## config.mk

```make
export PLATFORM = sky130hd
export DESIGN_NAME = fh64_ctrl
export DESIGN_NICKNAME = d
export VERILOG_FILES = /design/src/fh64_pkg.sv /design/src/fh64_ctrl.sv
export SDC_FILE = /design/constraint.sdc
export NUM_CORES = 1
export LEC_CHECK = 0
export ABC_AREA = 1
export BUFFER_PORTS_ARGS = -buffer_cell sky130_fd_sc_hd__buf_2
export CAP_MARGIN = 20
export CELL_PAD_IN_SITES_DETAIL_PLACEMENT = 1
export CELL_PAD_IN_SITES_GLOBAL_PLACEMENT = 1
export CORE_ASPECT_RATIO = 1.2
export CORE_UTILIZATION = 30
export CTS_CLUSTER_DIAMETER = 150
export DETAILED_ROUTE_END_ITERATION = 12
export PLACE_DENSITY_LB_ADDON = 0.1
export SYNTH_ARGS = -nofsm -noshare
export SYNTH_HDL_FRONTEND = slang
export SYNTH_SLANG_ARGS = --single-unit
```

## constraint.sdc

```tcl
create_clock -name clk_i -period 1.6 [get_ports clk_i]
set_clock_uncertainty 0.2 [all_clocks]
set_input_delay 0.08 -clock clk_i [delete_from_list [all_inputs] [get_ports clk_i]]
set_output_delay 0.08 -clock clk_i [all_outputs]
set_load 0.01 [all_outputs]
```

## src/fh64_pkg.sv

```systemverilog
`default_nettype none
// ----------------------------------------------------------------------------
// fh64_pkg
// Shared constants, types and helper functions of the four-seed fasthash64.
// ----------------------------------------------------------------------------
package fh64_pkg;

  localparam int unsigned NUM_OUT         = 4;
  localparam int unsigned LANES_DEF       = 4;
  localparam int unsigned LENGTH_BITS_DEF = 16;
  localparam int unsigned CFG_IDX_W       = 3;
  localparam int unsigned SEED_IDX_W      = $clog2(NUM_OUT);

  localparam logic [63:0] MULT_M = 64'h8803_55f2_1e6d_1965;
  localparam logic [63:0] MIX_C  = 64'h2127_599b_f432_5c37;

  localparam logic [CFG_IDX_W-1:0] CFG_FOLD = CFG_IDX_W'(NUM_OUT);

  typedef enum logic [3:0] {
    OP_NONE,
    OP_LOAD,
    OP_MUL_LEN,
    OP_SEED,
    OP_MUL_MIX,
    OP_MIX_POST,
    OP_MUL_LANE,
    OP_LANE_WB,
    OP_MUL_FIN,
    OP_EMIT
  } dp_op_e;

  typedef struct packed {
    dp_op_e op;
  } dp_cmd_t;

  typedef struct packed {
    logic mul_done;
    logic first;
    logic last;
    logic cnt_nz;
    logic open;
    logic out_busy;
  } dp_stat_t;

  function automatic logic [63:0] mix_pre(input logic [63:0] v);
    return v ^ (v >> 23);
  endfunction

  function automatic logic [63:0] mix_post(input logic [63:0] v);
    return v ^ (v >> 47);
  endfunction

  function automatic logic [63:0] fold32(input logic [63:0] h);
    logic [31:0] f;
    f = h[31:0] - h[63:32];
    return {32'h0, f};
  endfunction

  // counts of eight or more keep all bytes
  function automatic logic [63:0] byte_mask(input logic [3:0] cnt);
    logic [63:0] m;
    m = '0;
    for (int b = 0; b < 8; b++) begin
      if (cnt > 4'(b)) begin
        m[b*8 +: 8] = 8'hff;
      end
    end
    return m;
  endfunction

endpackage
`default_nettype wire

```

## src/fh64_ctrl.sv

```systemverilog
`default_nettype none
// ----------------------------------------------------------------------------
// fh64_ctrl
// Sequencer: steps one word through seeding, mixing, lane update and finish.
// ----------------------------------------------------------------------------
module fh64_ctrl (
  input  wire logic               clk_i,
  input  wire logic               rst_ni,
  input  wire logic               in_valid_i,
  output logic                    in_ready_o,
  input  wire fh64_pkg::dp_stat_t stat_i,
  output fh64_pkg::dp_cmd_t       cmd_o
);

  import fh64_pkg::*;

  typedef enum logic [10:0] {
    S_IDLE      = 11'b000_0000_0001,
    S_CHECK     = 11'b000_0000_0010,
    S_LEN_GO    = 11'b000_0000_0100,
    S_LEN_WAIT  = 11'b000_0000_1000,
    S_MIX_GO    = 11'b000_0001_0000,
    S_MIX_WAIT  = 11'b000_0010_0000,
    S_LANE_GO   = 11'b000_0100_0000,
    S_LANE_WAIT = 11'b000_1000_0000,
    S_FIN_GO    = 11'b001_0000_0000,
    S_FIN_WAIT  = 11'b010_0000_0000,
    S_EMIT      = 11'b100_0000_0000
  } state_e;

  state_e state_q, state_d;

  always_comb begin
    state_d   = state_q;
    cmd_o.op  = OP_NONE;
    unique case (state_q)
      S_IDLE: begin
        if (in_valid_i) begin
          cmd_o.op = OP_LOAD;
          state_d  = S_CHECK;
        end
      end
      S_CHECK: begin
        if (stat_i.first) begin
          state_d = S_LEN_GO;
        end else if (!stat_i.open) begin
          state_d = S_IDLE;
        end else if (stat_i.cnt_nz) begin
          state_d = S_MIX_GO;
        end else if (stat_i.last) begin
          state_d = S_FIN_GO;
        end else begin
          state_d = S_IDLE;
        end
      end
      S_LEN_GO: begin
        cmd_o.op = OP_MUL_LEN;
        state_d  = S_LEN_WAIT;
      end
      S_LEN_WAIT: begin
        if (stat_i.mul_done) begin
          cmd_o.op = OP_SEED;
          if (stat_i.cnt_nz) begin
            state_d = S_MIX_GO;
          end else if (stat_i.last) begin
            state_d = S_FIN_GO;
          end else begin
            state_d = S_IDLE;
          end
        end
      end
      S_MIX_GO: begin
        cmd_o.op = OP_MUL_MIX;
        state_d  = S_MIX_WAIT;
      end
      S_MIX_WAIT: begin
        if (stat_i.mul_done) begin
          cmd_o.op = OP_MIX_POST;
          state_d  = S_LANE_GO;
        end
      end
      S_LANE_GO: begin
        cmd_o.op = OP_MUL_LANE;
        state_d  = S_LANE_WAIT;
      end
      S_LANE_WAIT: begin
        if (stat_i.mul_done) begin
          cmd_o.op = OP_LANE_WB;
          state_d  = stat_i.last ? S_FIN_GO : S_IDLE;
        end
      end
      S_FIN_GO: begin
        cmd_o.op = OP_MUL_FIN;
        state_d  = S_FIN_WAIT;
      end
      S_FIN_WAIT: begin
        if (stat_i.mul_done) begin
          cmd_o.op = OP_LANE_WB;
          state_d  = S_EMIT;
        end
      end
      S_EMIT: begin
        if (!stat_i.out_busy) begin
          cmd_o.op = OP_EMIT;
          state_d  = S_IDLE;
        end
      end
      default: begin
        state_d = S_IDLE;
      end
    endcase
  end

  always_ff @(posedge clk_i or negedge rst_ni) begin
    if (!rst_ni) begin
      state_q <= S_IDLE;
    end else begin
      state_q <= state_d;
    end
  end

  assign in_ready_o = (state_q == S_IDLE);

endmodule
`default_nettype wire

```

# Yosys cells after proc, flatten, opt, wreduce, memory -nomap -nowiden
# Cells that the tools add are included.
dict set report word_totals {
  regBits 11
  in_bits 9
  memories 0
  latch_bits 0
  rom_bits 0
  mem_bits_rw 0
}
dict set report op_classes {
  n_div 0
  n_reduce_logical 2
  shifts 0
  addsub 0
  order_cmp 0
  n_eq_ne 17
  muxes 17
  mul 0
  bitwise_logic 0
}
# cell n
set ops {}
lappend ops {{case mux 11 bit (11 select lines)} 1}
lappend ops {{two-way mux 11 bit} 6}
lappend ops {{two-way mux 9 bit} 4}
lappend ops {{case mux 4 bit (9 select lines)} 1}
lappend ops {{inequality test 2 bit (second input constant)} 6}
lappend ops {{equality test 11 x 1 -> 1 bit (second input constant)} 1}
lappend ops {{equality test 11 x 10 -> 1 bit (second input constant)} 1}
lappend ops {{equality test 11 bit (second input constant)} 1}
lappend ops {{equality test 11 x 2 -> 1 bit (second input constant)} 1}
lappend ops {{equality test 11 x 3 -> 1 bit (second input constant)} 1}
lappend ops {{equality test 11 x 4 -> 1 bit (second input constant)} 1}
lappend ops {{equality test 11 x 5 -> 1 bit (second input constant)} 1}
lappend ops {{equality test 11 x 6 -> 1 bit (second input constant)} 1}
lappend ops {{equality test 11 x 7 -> 1 bit (second input constant)} 1}
lappend ops {{equality test 11 x 8 -> 1 bit (second input constant)} 1}
lappend ops {{equality test 11 x 9 -> 1 bit (second input constant)} 1}
lappend ops {{two-way mux 3 bit} 2}
lappend ops {{AND reduction 6 bit} 1}
lappend ops {{two-way mux 4 bit} 1}
lappend ops {{two-way mux 2 bit} 1}
lappend ops {{OR reduction 2 bit} 1}
lappend ops {{two-way mux 1 bit} 1}

# Depth between registers and ports, before layout
dict set report logic_depth {
  depth_word 5
  mapped_depth 12
  ltp_nobuf 12
}

# Worst setup path after synthesis
# No wires, ideal clock.
dict set report synth_timing {
  path_type {reg2reg}
  from {reg state_q[0]}
  to {reg state_q[8]}
  setup_ps 69
  path_stages_with_launch 11
  arrival_ps 1366
  n_path_buf 0
  path_slack_ps -35
  period_less_slack_ps 1635
  path_cell_list {dfstp_2 nor2_1 nand2_2 nor2_4 nand2_2 nand2_4 o21ai_4 nand2_4 inv_6 nand2_4 nor2_2}
}
dict set report synth_between {
  elab_chain_len 3
  elab_cells_between_ends 19
}
# item line
set synth_rtl {}
lappend synth_rtl {{start: declaration} fh64_ctrl.sv:31} ;# state_e state_q, state_d;
lappend synth_rtl {{start signal: assignment} fh64_ctrl.sv:118} ;# state_q <= state_d;
lappend synth_rtl {{equality test 11 x 4 -> 1 bit, or another cell as far along} fh64_ctrl.sv:36} ;# unique case (state_q)
lappend synth_rtl {{inequality test 2 bit (no line)} -}
lappend synth_rtl {{AND reduction 6 bit (no line)} -}
# Parallel ways exist; a longest one is shown, timed or not.
# A chain may end at the register's enable or synchronous reset.

==> qor.yml <==
cts.sinks: 11
crit_chain: "nor2_4 -> nand2_4 -> nor2_4 -> nand2_4 -> nand2_4 -> inv_2 -> o2111ai_1 -> buf_2"
diodes: 0
synth_area_um2: 902
path_buf_inv: 2
status: "complete, but fails checks"
crit_path_top_delay_cell: "dfrtp_1"
worstPathMaxFanout: 4
synth_top_area_share: 0.277
period_needed_ps: 1940
drive_above_1_share: 0.592
routedWlPerCell_um: 14.1
reg_top3: "state_q: 11 flops"
required_ps: 1320
h-tree-depth: 1
syn_nets: 131
tightest_slew_ps: 455
regMostFlops: "state_q"
synth-main-ff-cell: "dfrtp_1"
detail-route-antenna-nets: 0
hold_path_class: "input pin to register"
maxSlewHeadroom: 0.696
finalHoldViolCount: 0
via_per_inst: 4.63
dpl-instance-area_um2: 1160
first_pass_iters: 2
place_congestion: 0.794
syn_to_final_growth_pct: 69.5
max_freq_mhz: 516
clkLatencyLatePin_ps: 280
cap_violations: 0
cp-end-kind: "primary output"
path_common_cell: "nand2_4"
layout_setup_ws_ps: -339
syn_inst: 122
yosysWarnings: 0
clockBufferDepth: 2
path_class: "register to primary output"
dp.final_hpwl_um: 2270
clk_pin_slew_ps: 70
portBuffers: 13
p_leak_nw: 0.779
largest_register_ffs: 11
vias: 986
cts_inserted_buffers: 3
rsz0062_at_grt: "yes"
worstPathArrival_ps: 1660
synth_seq_cells: 11
drtIter0Drc: 2
final_cell_area_um2: 1530
initial_core_util: 0.318
synth_top_cells_by_count: "nand2_1 (23), inv_1 (18), nor2_1 (14), dfrtp_1 (10), nand2_2 (8)"
cts_tree: "built"
final_core_util: 0.539
synth_edf_count: 0
antenna_found_initial: 0
grt_max_degree: 11
path_delay_family: "simple AND/OR/NAND/NOR gates"
fp.dieArea_um2: 3230
slowest_delay_ps: 420
fin_nets: 189
yosysTopAreaCell: "dfrtp_1"
totalWireLength_um: 3010
period_share: 1.21
clockRootBuffer: "clkbuf_4"
synth-async-reset-ratio: 1.00
yosysSeqAreaShare: 0.307
netlist_top_cells_area: "dfrtp_1 (28%), nand2_1 (9.6%), inv_1 (7.5%)"
grt_pass1_wl_um: 4730
gr-total-overflow: 0
drc: 0
synth_cell_type_count: 22
maxSlewViolCount: 0
io_pins: 14
max-vdd-ir-drop_v: 0.000811
powerDensity_nw_per_um2: 1120
syn_area_per_cell_um2: 7.39
synth.most_common_cell: "nand2_1"
setup_viol: 14
violations: "setup timing"
std_cell_rows: 21
core-area_um2: 2840
grt_pass1_vias: 1046
track_usage: 0.211
die_width_um: 52.1
die_h_um: 62.1
fillers: 358
hold_ws_ps: 31.6
startpoint_type: "register"
==> power by group <==
group          leakage (nW)  total [mW]  switching (mW)  internal, mW
registers             0.149       0.364          0.0405         0.323
clock network        0.0150       0.192          0.0957        0.0967
logic                 0.616        1.16           0.640         0.516
==> worst paths after layout <==
kind / end / start / depth (start not counted) / slack [ps]
min in group asynchronous: state_q[0] / rst_ni / 2 / 80
min reg2reg: state_q[5] / state_q[5] / 2 / 460
min: state_q[4] / stat_i[1] / 5 / 30
max reg2reg: state_q[10] / state_q[7] / 11 / -230
max in group asynchronous: state_q[6] / rst_ni / 3 / 250
max: cmd_o[1] / state_q[9] / 8 / -340
==> worst min-delay path, delay by kind of cell <==
kind	cells	cell delay [ps]
AOI/OAI and AO/OA	1	70
and+or+nand+nor	3	230
buffers and inverters	1	100
==> cell usage in the layout, fill, tap and decap left out, drive strengths merged <==
master,instances
o2111ai,2
dfstp,1
nor3,5
nand2,37
nand3,6
clkbuf,4
dfrtp,10
o21ai,9
nor2,25
nand3b,1
inv,23
buf,47
dlygate4sd3,6
nand4,3
==> stage by stage <==
stage          TNS, ps  std cells  setup slack [ps]  power (mW)
2_1_floorplan    -67.8        122             -25.1       0.870
6_report         -3140        213              -339        1.71
5_1_grt          -4320        213              -421        1.83
4_1_cts          -3440        210              -340        1.63
3_3_place_gp     -1670        189              -223        1.10
3_5_place_dp     -1890        189              -214        1.10
==> per-layer routing <==
| metal | up-vias | track usage | share of wire |
|---|---|---|---|
| met1 | 475 | 0.216 | 0.38 |
| met4 | 0 | 0.0541 | 0.0070 |
| li1 | 494 | - | - |
| met3 | 5 | 0.0511 | 0.021 |
| met5 | - | 0 | 0 |
| met2 | 12 | 0.421 | 0.59 |
==> kinds of logic (layout without fill, tap and decap cells) <==
kind of cell,count (synthesis),in the layout,synth area share
flops,11,11,0.307
compound gates,11,11,0.0985
buf+inv,23,80,0.101
simple gates,77,77,0.494
==> area by class of cell <==
| cell class | count | area [µm²] | share of cell area |
|---|---|---|---|
| inverter | 23 | 96.3 | 0.0630 |
| tap | 34 | 42.5 | 0.0278 |
| clock buffer | 4 | 26.3 | 0.0172 |
| multi-input combinational | 88 | 668 | 0.437 |
| timing repair buffer | 53 | 419 | 0.274 |
| sequential | 11 | 277 | 0.181 |
==> what timing repair did <==
action,4_1_cts,5_1_grt
resized for setup,31,15
hold endpoints to repair,15,0
hold buffers,6,0
setup endpoints to repair,16,16
buffers inserted,11,4
pin swaps,18,10
Power figures use the tool's default switching activity.
